<file path="src/hw/rtl/assert_macros.svh">
// assertion macros shared by the rtl files
`ifndef ASSERT_MACROS_SVH
`define ASSERT_MACROS_SVH

// property checked on every rising clock edge outside reset
`define RHSM_ASSERT(lbl, prop, msg) \
  lbl: assert property (@(posedge clk_i) disable iff (!rst_ni) prop) else $error(msg);

// condition that must never be seen outside reset
`define RHSM_ASSERT_NEVER(lbl, cond, msg) \
  lbl: assert property (@(posedge clk_i) disable iff (!rst_ni) !(cond)) else $error(msg);

`endif

</file>
<file path="src/hw/rtl/rhsm_pkg.sv">
// types and constants of the rolling hash string matcher
package rhsm_pkg;

  localparam int PatternMax = 64;
  localparam int OffsetBits = 32;
  localparam int HashW      = 32;
  localparam int HashShift  = 7;
  localparam int PtrW       = $clog2(PatternMax);
  localparam int LenW       = $clog2(PatternMax + 1);

  typedef enum logic [1:0] {
    CMD_CLEAR   = 2'd0,
    CMD_PATTERN = 2'd1,
    CMD_TEXT    = 2'd2
  } cmd_e;

  typedef enum logic {
    F_IDLE,
    F_EXEC
  } front_state_e;

  typedef enum logic [1:0] {
    B_IDLE,
    B_READ,
    B_CHECK,
    B_OUT
  } back_state_e;

  typedef struct packed {
    logic [OffsetBits-1:0] offset;
    logic [PtrW-1:0]       start;
    logic [LenW-1:0]       len;
  } job_t;

  typedef struct packed {
    logic            en;
    logic [PtrW-1:0] addr;
    logic [7:0]      data;
  } ram_wr_t;

  typedef struct packed {
    logic            busy;
    logic [PtrW-1:0] pat_addr;
    logic [PtrW-1:0] win_addr;
  } back_rd_t;

endpackage

</file>
<file path="src/hw/rtl/rhsm_ram.sv">
// generic single write port ram with registered read
module rhsm_ram #(
  parameter int Width = 8,
  parameter int Depth = 64
) (
  input  logic                     clk_i,
  input  logic                     we_i,
  input  logic [$clog2(Depth)-1:0] waddr_i,
  input  logic [Width-1:0]         wdata_i,
  input  logic [$clog2(Depth)-1:0] raddr_i,
  output logic [Width-1:0]         rdata_o
);

  logic [Width-1:0] mem_q [Depth];
  logic [Width-1:0] rdata_q;

  always_ff @(posedge clk_i) begin
    if (we_i) begin
      mem_q[waddr_i] <= wdata_i;
    end
    rdata_q <= mem_q[raddr_i];
  end

  assign rdata_o = rdata_q;

endmodule

</file>
<file path="src/hw/rtl/rhsm_fifo.sv">
// two entry queue of verification jobs between front and back
`include "assert_macros.svh"
module rhsm_fifo (
  input  logic          clk_i,
  input  logic          rst_ni,
  input  logic          push_i,
  input  rhsm_pkg::job_t push_job_i,
  input  logic          pop_i,
  output logic          valid_o,
  output rhsm_pkg::job_t job_o
);
  import rhsm_pkg::*;

  job_t       mem_q [2];
  logic       wr_q, wr_d, rd_q, rd_d;
  logic [1:0] cnt_q, cnt_d;

  always_comb begin
    wr_d  = wr_q;
    rd_d  = rd_q;
    cnt_d = cnt_q;
    if (push_i) begin
      wr_d = ~wr_q;
    end
    if (pop_i) begin
      rd_d = ~rd_q;
    end
    if (push_i && !pop_i) begin
      cnt_d = cnt_q + 2'd1;
    end else if (pop_i && !push_i) begin
      cnt_d = cnt_q - 2'd1;
    end
  end

  always_ff @(posedge clk_i or negedge rst_ni) begin
    if (!rst_ni) begin
      wr_q  <= 1'b0;
      rd_q  <= 1'b0;
      cnt_q <= 2'd0;
    end else begin
      wr_q  <= wr_d;
      rd_q  <= rd_d;
      cnt_q <= cnt_d;
    end
  end

  always_ff @(posedge clk_i) begin
    if (push_i) begin
      mem_q[wr_q] <= push_job_i;
    end
  end

  assign valid_o = cnt_q != 2'd0;
  assign job_o   = mem_q[rd_q];

  `RHSM_ASSERT_NEVER(a_no_push_full, push_i && cnt_q == 2'd2 && !pop_i, "job queue overflow")

endmodule

</file>
<file path="src/hw/rtl/rhsm_front.sv">
// front end: takes words, keeps hashes and window pointer, queues hash hits
module rhsm_front (
  input  logic                      clk_i,
  input  logic                      rst_ni,
  input  logic                      in_valid_i,
  output logic                      in_stall_o,
  input  logic [1:0]                cmd_i,
  input  logic [7:0]                data_byte_i,
  input  logic                      end_of_text_i,
  input  logic                      back_idle_i,
  input  logic [7:0]                win_rdata_i,
  output logic [rhsm_pkg::PtrW-1:0] win_raddr_o,
  output rhsm_pkg::ram_wr_t         pat_wr_o,
  output rhsm_pkg::ram_wr_t         win_wr_o,
  output logic                      job_push_o,
  output rhsm_pkg::job_t            job_o
);
  import rhsm_pkg::*;

  front_state_e          state_q, state_d;
  cmd_e                  cmd_q;
  logic [7:0]            byte_q;
  logic                  last_q;
  logic [LenW-1:0]       len_q, len_d, fill_q, fill_d;
  logic [HashW-1:0]      ph_q, ph_d, lf_q, lf_d, wh_q, wh_d;
  logic [OffsetBits-1:0] pos_q, pos_d;
  logic [PtrW-1:0]       ptr_q, ptr_d, ptr_next;
  logic [HashW-1:0]      prod, roll, shift_in;
  logic                  full, accept;

  assign in_stall_o  = !(state_q == F_IDLE && back_idle_i);
  assign accept      = in_valid_i && !in_stall_o;
  assign win_raddr_o = ptr_q;

  assign full     = fill_q == len_q;
  assign prod     = HashW'(win_rdata_i) * lf_q;
  assign roll     = ((wh_q - prod) << HashShift) + HashW'(byte_q);
  assign shift_in = (wh_q << HashShift) + HashW'(byte_q);
  assign ptr_next = (LenW'(ptr_q) == len_q - LenW'(1)) ? '0 : ptr_q + PtrW'(1);

  always_comb begin
    state_d    = state_q;
    len_d      = len_q;
    fill_d     = fill_q;
    ph_d       = ph_q;
    lf_d       = lf_q;
    wh_d       = wh_q;
    pos_d      = pos_q;
    ptr_d      = ptr_q;
    pat_wr_o   = '{en: 1'b0, addr: len_q[PtrW-1:0], data: byte_q};
    win_wr_o   = '{en: 1'b0, addr: ptr_q, data: byte_q};
    job_push_o = 1'b0;
    job_o      = '{offset: pos_q - OffsetBits'(len_q) + OffsetBits'(1),
                   start: ptr_next, len: len_q};
    case (state_q)
      F_IDLE: begin
        if (accept) begin
          state_d = F_EXEC;
        end
      end
      F_EXEC: begin
        state_d = F_IDLE;
        case (cmd_q)
          CMD_CLEAR: begin
            len_d  = '0;
            ph_d   = '0;
            lf_d   = HashW'(1);
            wh_d   = '0;
            fill_d = '0;
            pos_d  = '0;
            ptr_d  = '0;
          end
          CMD_PATTERN: begin
            if (len_q < LenW'(PatternMax)) begin
              pat_wr_o.en = 1'b1;
              if (len_q != '0) begin
                lf_d = lf_q << HashShift;
              end
              ph_d  = (ph_q << HashShift) + HashW'(byte_q);
              len_d = len_q + LenW'(1);
            end
            wh_d   = '0;
            fill_d = '0;
            pos_d  = '0;
            ptr_d  = '0;
          end
          CMD_TEXT: begin
            if (len_q != '0) begin
              win_wr_o.en = 1'b1;
              ptr_d       = ptr_next;
              wh_d        = full ? roll : shift_in;
              fill_d      = full ? fill_q : fill_q + LenW'(1);
              // hash hit on a full window goes to the back end for checking
              job_push_o  = (fill_d == len_q) && (wh_d == ph_q);
            end
            if (last_q) begin
              wh_d   = '0;
              fill_d = '0;
              pos_d  = '0;
              ptr_d  = '0;
            end else begin
              pos_d = pos_q + OffsetBits'(1);
            end
          end
          default: begin
          end
        endcase
      end
      default: state_d = F_IDLE;
    endcase
  end

  always_ff @(posedge clk_i or negedge rst_ni) begin
    if (!rst_ni) begin
      state_q <= F_IDLE;
      len_q   <= '0;
      fill_q  <= '0;
      ph_q    <= '0;
      lf_q    <= HashW'(1);
      wh_q    <= '0;
      pos_q   <= '0;
      ptr_q   <= '0;
    end else begin
      state_q <= state_d;
      len_q   <= len_d;
      fill_q  <= fill_d;
      ph_q    <= ph_d;
      lf_q    <= lf_d;
      wh_q    <= wh_d;
      pos_q   <= pos_d;
      ptr_q   <= ptr_d;
    end
  end

  always_ff @(posedge clk_i) begin
    if (accept) begin
      cmd_q  <= cmd_e'(cmd_i);
      byte_q <= data_byte_i;
      last_q <= end_of_text_i;
    end
  end

endmodule

</file>
<file path="src/hw/rtl/rhsm_back.sv">
// back end: compares a hit window with the pattern byte by byte
`include "assert_macros.svh"
module rhsm_back (
  input  logic                              clk_i,
  input  logic                              rst_ni,
  input  logic                              job_valid_i,
  input  rhsm_pkg::job_t                    job_i,
  output logic                              job_pop_o,
  input  logic [7:0]                        pat_rdata_i,
  input  logic [7:0]                        win_rdata_i,
  output rhsm_pkg::back_rd_t                rd_o,
  output logic                              idle_o,
  output logic                              out_valid_o,
  input  logic                              out_stall_i,
  output logic [rhsm_pkg::OffsetBits-1:0]   match_offset_o
);
  import rhsm_pkg::*;

  back_state_e     state_q, state_d;
  job_t            job_q;
  logic [PtrW-1:0] idx_q, idx_d, wptr_q, wptr_d;
  logic            load;

  always_comb begin
    state_d   = state_q;
    idx_d     = idx_q;
    wptr_d    = wptr_q;
    job_pop_o = 1'b0;
    load      = 1'b0;
    rd_o      = '{busy: 1'b0, pat_addr: idx_q, win_addr: wptr_q};
    case (state_q)
      B_IDLE: begin
        if (job_valid_i) begin
          job_pop_o = 1'b1;
          load      = 1'b1;
          idx_d     = '0;
          wptr_d    = job_i.start;
          state_d   = B_READ;
        end
      end
      B_READ: begin
        rd_o.busy = 1'b1;
        state_d   = B_CHECK;
      end
      B_CHECK: begin
        rd_o.busy = 1'b1;
        if (pat_rdata_i != win_rdata_i) begin
          state_d = B_IDLE;
        end else if (LenW'(idx_q) == job_q.len - LenW'(1)) begin
          state_d = B_OUT;
        end else begin
          idx_d   = idx_q + PtrW'(1);
          wptr_d  = (LenW'(wptr_q) == job_q.len - LenW'(1)) ? '0 : wptr_q + PtrW'(1);
          state_d = B_READ;
        end
      end
      B_OUT: begin
        if (!out_stall_i) begin
          state_d = B_IDLE;
        end
      end
      default: state_d = B_IDLE;
    endcase
  end

  always_ff @(posedge clk_i or negedge rst_ni) begin
    if (!rst_ni) begin
      state_q <= B_IDLE;
      idx_q   <= '0;
      wptr_q  <= '0;
    end else begin
      state_q <= state_d;
      idx_q   <= idx_d;
      wptr_q  <= wptr_d;
    end
  end

  always_ff @(posedge clk_i) begin
    if (load) begin
      job_q <= job_i;
    end
  end

  assign idle_o         = state_q == B_IDLE;
  assign out_valid_o    = state_q == B_OUT;
  assign match_offset_o = job_q.offset;

  `RHSM_ASSERT(a_out_len, state_q == B_OUT |-> job_q.len != '0, "match with empty pattern")

endmodule

</file>
<file path="src/hw/rtl/rolling_hash_string_matcher.sv">
// String matcher: rolling base-128 hash over a byte stream, hits checked byte by byte.
// The front end takes a word only while it and the back end are idle and no job is queued,
// then does a hash update that reads the oldest window byte from the window ram before it
// takes the next word. A hash hit queues a job for the back end, which reads pattern and
// window rams byte by byte; new words wait until it is done and any result word is taken.
`include "assert_macros.svh"
module rolling_hash_string_matcher (
  input  logic                            clk_i,
  input  logic                            rst_ni,
  input  logic                            in_valid_i,
  output logic                            in_stall_o,
  input  logic [1:0]                      cmd_i,
  input  logic [7:0]                      data_byte_i,
  input  logic                            end_of_text_i,
  output logic                            out_valid_o,
  input  logic                            out_stall_i,
  output logic [rhsm_pkg::OffsetBits-1:0] match_offset_o
);
  import rhsm_pkg::*;

  ram_wr_t         pat_wr, win_wr;
  back_rd_t        back_rd;
  job_t            push_job, pop_job;
  logic            job_push, job_pop, job_valid, back_idle;
  logic [PtrW-1:0] front_raddr, win_raddr;
  logic [7:0]      pat_rdata, win_rdata;

  rhsm_front u_front (
    .clk_i         (clk_i),
    .rst_ni        (rst_ni),
    .in_valid_i    (in_valid_i),
    .in_stall_o    (in_stall_o),
    .cmd_i         (cmd_i),
    .data_byte_i   (data_byte_i),
    .end_of_text_i (end_of_text_i),
    .back_idle_i   (back_idle && !job_valid),
    .win_rdata_i   (win_rdata),
    .win_raddr_o   (front_raddr),
    .pat_wr_o      (pat_wr),
    .win_wr_o      (win_wr),
    .job_push_o    (job_push),
    .job_o         (push_job)
  );

  rhsm_fifo u_fifo (
    .clk_i      (clk_i),
    .rst_ni     (rst_ni),
    .push_i     (job_push),
    .push_job_i (push_job),
    .pop_i      (job_pop),
    .valid_o    (job_valid),
    .job_o      (pop_job)
  );

  rhsm_back u_back (
    .clk_i          (clk_i),
    .rst_ni         (rst_ni),
    .job_valid_i    (job_valid),
    .job_i          (pop_job),
    .job_pop_o      (job_pop),
    .pat_rdata_i    (pat_rdata),
    .win_rdata_i    (win_rdata),
    .rd_o           (back_rd),
    .idle_o         (back_idle),
    .out_valid_o    (out_valid_o),
    .out_stall_i    (out_stall_i),
    .match_offset_o (match_offset_o)
  );

  assign win_raddr = back_rd.busy ? back_rd.win_addr : front_raddr;

  rhsm_ram #(.Width(8), .Depth(PatternMax)) u_pat_ram (
    .clk_i   (clk_i),
    .we_i    (pat_wr.en),
    .waddr_i (pat_wr.addr),
    .wdata_i (pat_wr.data),
    .raddr_i (back_rd.pat_addr),
    .rdata_o (pat_rdata)
  );

  rhsm_ram #(.Width(8), .Depth(PatternMax)) u_win_ram (
    .clk_i   (clk_i),
    .we_i    (win_wr.en),
    .waddr_i (win_wr.addr),
    .wdata_i (win_wr.data),
    .raddr_i (win_raddr),
    .rdata_o (win_rdata)
  );

  `RHSM_ASSERT(a_out_blocks_in, out_valid_o |-> in_stall_o, "word taken while result pending")

endmodule

</file>
<file path="config.mk">
export PLATFORM = sky130hd
export DESIGN_NAME = rolling_hash_string_matcher
export DESIGN_NICKNAME = d
export VERILOG_FILES = /design/src/hw/rtl/rhsm_pkg.sv /design/src/hw/rtl/rhsm_ram.sv /design/src/hw/rtl/rhsm_fifo.sv /design/src/hw/rtl/rhsm_front.sv /design/src/hw/rtl/rhsm_back.sv /design/src/hw/rtl/rolling_hash_string_matcher.sv
export VERILOG_INCLUDE_DIRS = /design/src /design/src/hw/rtl
export SDC_FILE = /design/constraint.sdc
export NUM_CORES = 2
export LEC_CHECK = 0
export BUFFER_PORTS_ARGS = -buffer_cell sky130_fd_sc_hd__buf_2
export CORE_MARGIN = 4
export CORE_UTILIZATION = 50
export CTS_CLUSTER_DIAMETER = 100
export DETAILED_ROUTE_END_ITERATION = 10
export PLACE_DENSITY = 0.65
export SLEW_MARGIN = 15
export SYNTH_ARGS = -nofsm -noshare
export SYNTH_HDL_FRONTEND = slang
export SYNTH_SLANG_ARGS = --single-unit
</file>
<file path="constraint.sdc">
create_clock -name clk_i -period 25.8 [get_ports clk_i]
set_input_delay 3.87 -clock clk_i [delete_from_list [all_inputs] [get_ports clk_i]]
set_output_delay 3.87 -clock clk_i [all_outputs]
set_load 0.05 [all_outputs]
</file>
==> flow_summary.json <==
{
  "crit_fanout": 45,
  "vias": 31800,
  "period_minus_slack_ns": 7.06,
  "area_taken_by_multi_input_logic_gates_mm2": 0.0182,
  "rsz0062_at_grt": "no",
  "timing.final.setup_violations": 0,
  "total_leakage_power_nw": 21.8,
  "route.layer.met1.wl_um": 57000,
  "mostFrequentLayoutCell": "sky130_fd_sc_hd__edfxtp_1",
  "totalNegativeSetupSlack_ns": 0,
  "instances_no_fill": 5297,
  "maxCapViolCount": 0,
  "layout-drive-gt1-share": 0.177,
  "layout_common_cells": "1,164 x sky130_fd_sc_hd__edfxtp_1, 296 x sky130_fd_sc_hd__mux4_2, 268 x sky130_fd_sc_hd__nor2_1, 217 x sky130_fd_sc_hd__nand2_1, 154 x sky130_fd_sc_hd__ha_1",
  "wire_length_reported_by_the_detailed_router_um": 133000,
  "worstReg2RegStart": "u_front.lf_q[0]",
  "switchingPower_w": 0.00284,
  "arrival_ns": 7.43,
  "sequential_fraction_of_design_power": 0.333,
  "cts-htree-levels": 4,
  "synth_sequential_area_ratio": 0.664,
  "drcViolationCount": 0,
  "n_fill_cell": 8939,
  "dieArea_mm2": 0.122,
  "dieHeight_um": 349,
  "cp_slowest_stage_delay_ns": 0.61,
  "worstSetupEndpointType": "register",
  "max-slew-margin-rel": 0.247,
  "fin_hold_ws_ns": 0.488,
  "routability_congestion_estimate_from_global_placement": 0.874,
  "top_layer": "met5",
  "layout.nets": 3847,
  "post_cts.repair.setup_buffers": 0,
  "r2r-end": "u_fifo.mem_q[0][40]",
  "core_footprint_mm2": 0.115,
  "clk_latency_worst_skew_pair_ns": 0.75,
  "cts_inserted_buffers": 138,
  "globalRouteOverflowTotal": 0,
  "p_comb_frac": 0.418,
  "worst_setup_path_endpoint": "u_fifo.mem_q[0][40]",
  "die_width_um": 349,
  "timing.final.max_slew_violations": 0,
  "post_cts_hold_buffer_count": 0,
  "ir_worst_vdd_v": 0.000117,
  "async_reset_ff_frac": 0.101,
  "post-route-period-util": 0.274,
  "run_status": "completed",
  "place.detailed.instances": 5046,
  "final_hold_viols": 0,
  "cts_tree": "built",
  "netlist_instances": 3636,
  "fmaxAchievable_mhz": 142,
  "grt_first_pass_wirelength_um": 201000,
  "path_clk_slew_ns": 0.06,
  "power.total_w": 0.00776,
  "clkSinkCount": 1312,
  "fin_skew_ns": 0.0228,
  "r2r.worst_path.cells": 20,
  "initialDrtViolationCount": 3201,
  "synthesized_netlist_net_count": 3809,
  "switching_share": 0.366,
  "gr-usage-all-layers": 0.220,
  "synth-main-ff-cell": "sky130_fd_sc_hd__edfxtp_1",
  "clockPowerShare": 0.249,
  "starting_utilization_of_the_core_area": 0.506,
  "crit_type": "reg -> reg",
  "row_count": 124,
  "timing.critical_path.mode_cell": "sky130_fd_sc_hd__ha_1",
  "dp_hpwl_um": 82900,
  "cell_internal_pwr_w": 0.00492,
  "routed_via_density": 6.01,
  "route.antenna.remaining_nets": 0,
  "worst_pin_slew_ns": 1.12,
  "yosys_warnings": 0,
  "required_time_of_the_critical_path_ns": 26.17,
  "critical_path.startpoint_type": "register",
  "grt_antenna_before_repair": 5,
  "synth_seq_cells": 1312,
  "cts.root.buffer_cell": "sky130_fd_sc_hd__clkbuf_16",
  "avgSynthCellArea_um2": 16.0,
  "worstPathCellList": "and2_1, ha_1, ha_1, ha_1, inv_1, fa_1, ha_1, a21o_1, o21ai_1, o22ai_1, nor4_1, o211ai_1, a211oi_1, nand4b_1, nor3_1, mux2i_1, a31o_2, a2111oi_4, nor2b_4, buf_4",
  "cts_repair_resize_count": 0,
  "worstSetupStartpoint": "u_front.lf_q[0]",
  "netlist_area_mm2": 0.0581,
  "design.portCount": 49,
  "number_of_global_route_vias_before_repair": 31500,
  "hold_path_depth": 2,
  "detailroute.wirelength.met3_um": 9300,
  "detail_route.first_pass.iterations": 5,
  "power-per-cell-area_mw_per_mm2": 121,
  "yosysUniqueCellTypes": 88,
  "finalCoreUtilization": 0.559,
  "area_delta_synth_final_pct": 10.5,
  "route.met2.wl_um": 63200,
  "port_buffers": 48,
  "synth_edf_count": 1164,
  "critical-path-slowest-cell": "sky130_fd_sc_hd__dfstp_2",
  "buffers_from_clock_root_to_sink_at_most": 3,
  "setup.reg_to_reg.worst_slack_ns": 18.74,
  "layout.area.seq_mm2": 0.0386,
  "wl_per_cell_um": 25.1,
  "grt_start_max_net_pins": 93,
  "worst_hold_path_type": "reg -> reg"
}
-- power groups by stage --
stage	combinational, W	sequential [W]	clock (W)
2_1_floorplan	0.00250	0.00258	0
3_3_place_gp	0.00320	0.00263	0
3_5_place_dp	0.00323	0.00263	0
4_1_cts	0.00324	0.00258	0.00197
5_1_grt	0.00353	0.00260	0.00207
6_report	0.00324	0.00258	0.00194
-- logic make-up (layout without fill, tap and decap cells) --
kind of cell,count (synthesis),in the layout,share of synthesized area
fa+ha+maj,158,158,0.0346
xor+xnor,184,184,0.0285
mux,360,360,0.127
other cells,0,3,0
compound gates,472,472,0.0549
simple gates,816,816,0.0669
buf+inv,334,480,0.0243
flops,1312,1312,0.664
-- registers in the layout (all words and copies together), names as in the netlist, 4 cells and up --
register               count
u_front.len_q              7
u_fifo.mem_q              90
u_back.match_offset_o     32
u_pat_ram.rdata_o          8
u_front.win_raddr_o        6
u_front.byte_q             8
u_front.wh_q              25
u_front.lf_q               4
u_win_ram.mem_q          512
u_back.idx_q               6
u_win_ram.rdata_o          8
u_pat_ram.mem_q          512
u_front.ph_q              32
u_back.job_q               7
u_front.pos_q             32
u_back.wptr_q              6
u_front.fill_q             7
-- worst min-delay path by stage --
stage                         end              from  slack [ns]
3_3_place_gp     u_front.wh_q[21]  u_front.wh_q[21]        0.47
3_5_place_dp     u_front.wh_q[12]  u_front.wh_q[12]        0.48
4_1_cts          u_front.wh_q[12]  u_front.wh_q[12]        0.49
2_1_floorplan  u_fifo.mem_q[0][2]  u_front.len_q[2]        0.44
6_report         u_front.wh_q[21]  u_front.wh_q[21]        0.49
5_1_grt          u_front.wh_q[12]  u_front.wh_q[12]        0.52
-- synth_stat cells (25+ instances only) --
library cell,number,area [µm²]
sky130_fd_sc_hd__clkbuf_1,118,443
sky130_fd_sc_hd__xor2_1,70,613
sky130_fd_sc_hd__mux2_2,44,495
sky130_fd_sc_hd__ha_1,154,1930
sky130_fd_sc_hd__buf_1,36,135
sky130_fd_sc_hd__a31oi_1,36,225
sky130_fd_sc_hd__buf_4,35,263
sky130_fd_sc_hd__and2_1,74,463
sky130_fd_sc_hd__nor3_1,35,175
sky130_fd_sc_hd__nand3_1,71,355
sky130_fd_sc_hd__nor2_1,270,1010
sky130_fd_sc_hd__nand2_1,217,815
sky130_fd_sc_hd__a21oi_1,88,440
sky130_fd_sc_hd__dfrtp_1,131,3280
sky130_fd_sc_hd__inv_1,135,507
sky130_fd_sc_hd__a22o_1,28,245
sky130_fd_sc_hd__a211oi_1,51,383
sky130_fd_sc_hd__mux4_2,296,6670
sky130_fd_sc_hd__xnor2_1,111,972
sky130_fd_sc_hd__nand4_1,25,156
sky130_fd_sc_hd__o21ai_0,110,551
sky130_fd_sc_hd__edfxtp_1,1164,35000
sky130_fd_sc_hd__a21o_1,27,203
-- through the flow --
step	worst slack, ns	cell area (µm²)
4_1_cts	18.53	64200
3_5_place_dp	18.55	59800
5_1_grt	18.37	64200
2_1_floorplan	17.61	58100
3_3_place_gp	18.75	59800
6_report	18.74	64200
-- layer usage --
layer  track usage  vias to the layer above
met1         0.316                    16400
met5             0                        -
met4        0.0622                        4
met3        0.0423                      201
met2         0.348                     1065
li1              -                    14200
-- critical path, delay by kind of cell (launching register included) --
family / cells / cell delay, ns
AND/OR/NAND/NOR: 5 / 1.80
adder cells (fa/ha/maj): 5 / 1.38
buffers and inverters: 2 / 0.58
AO/OA/AOI/OAI: 7 / 2.14
flip-flops: 1 / 0.61
multiplexers: 1 / 0.16
-- layout make-up --
class                   count  share of cell area
flip-flops and latches   1312               0.601
multi-input cells        1990               0.283
clock buffers             177              0.0580
well taps                1512              0.0295
clock inverters            71              0.0110
repair buffers             94             0.00922
inverters                 138             0.00807
diodes                      3            0.000117
No activity file was read; power rests on OpenSTA's default activity.
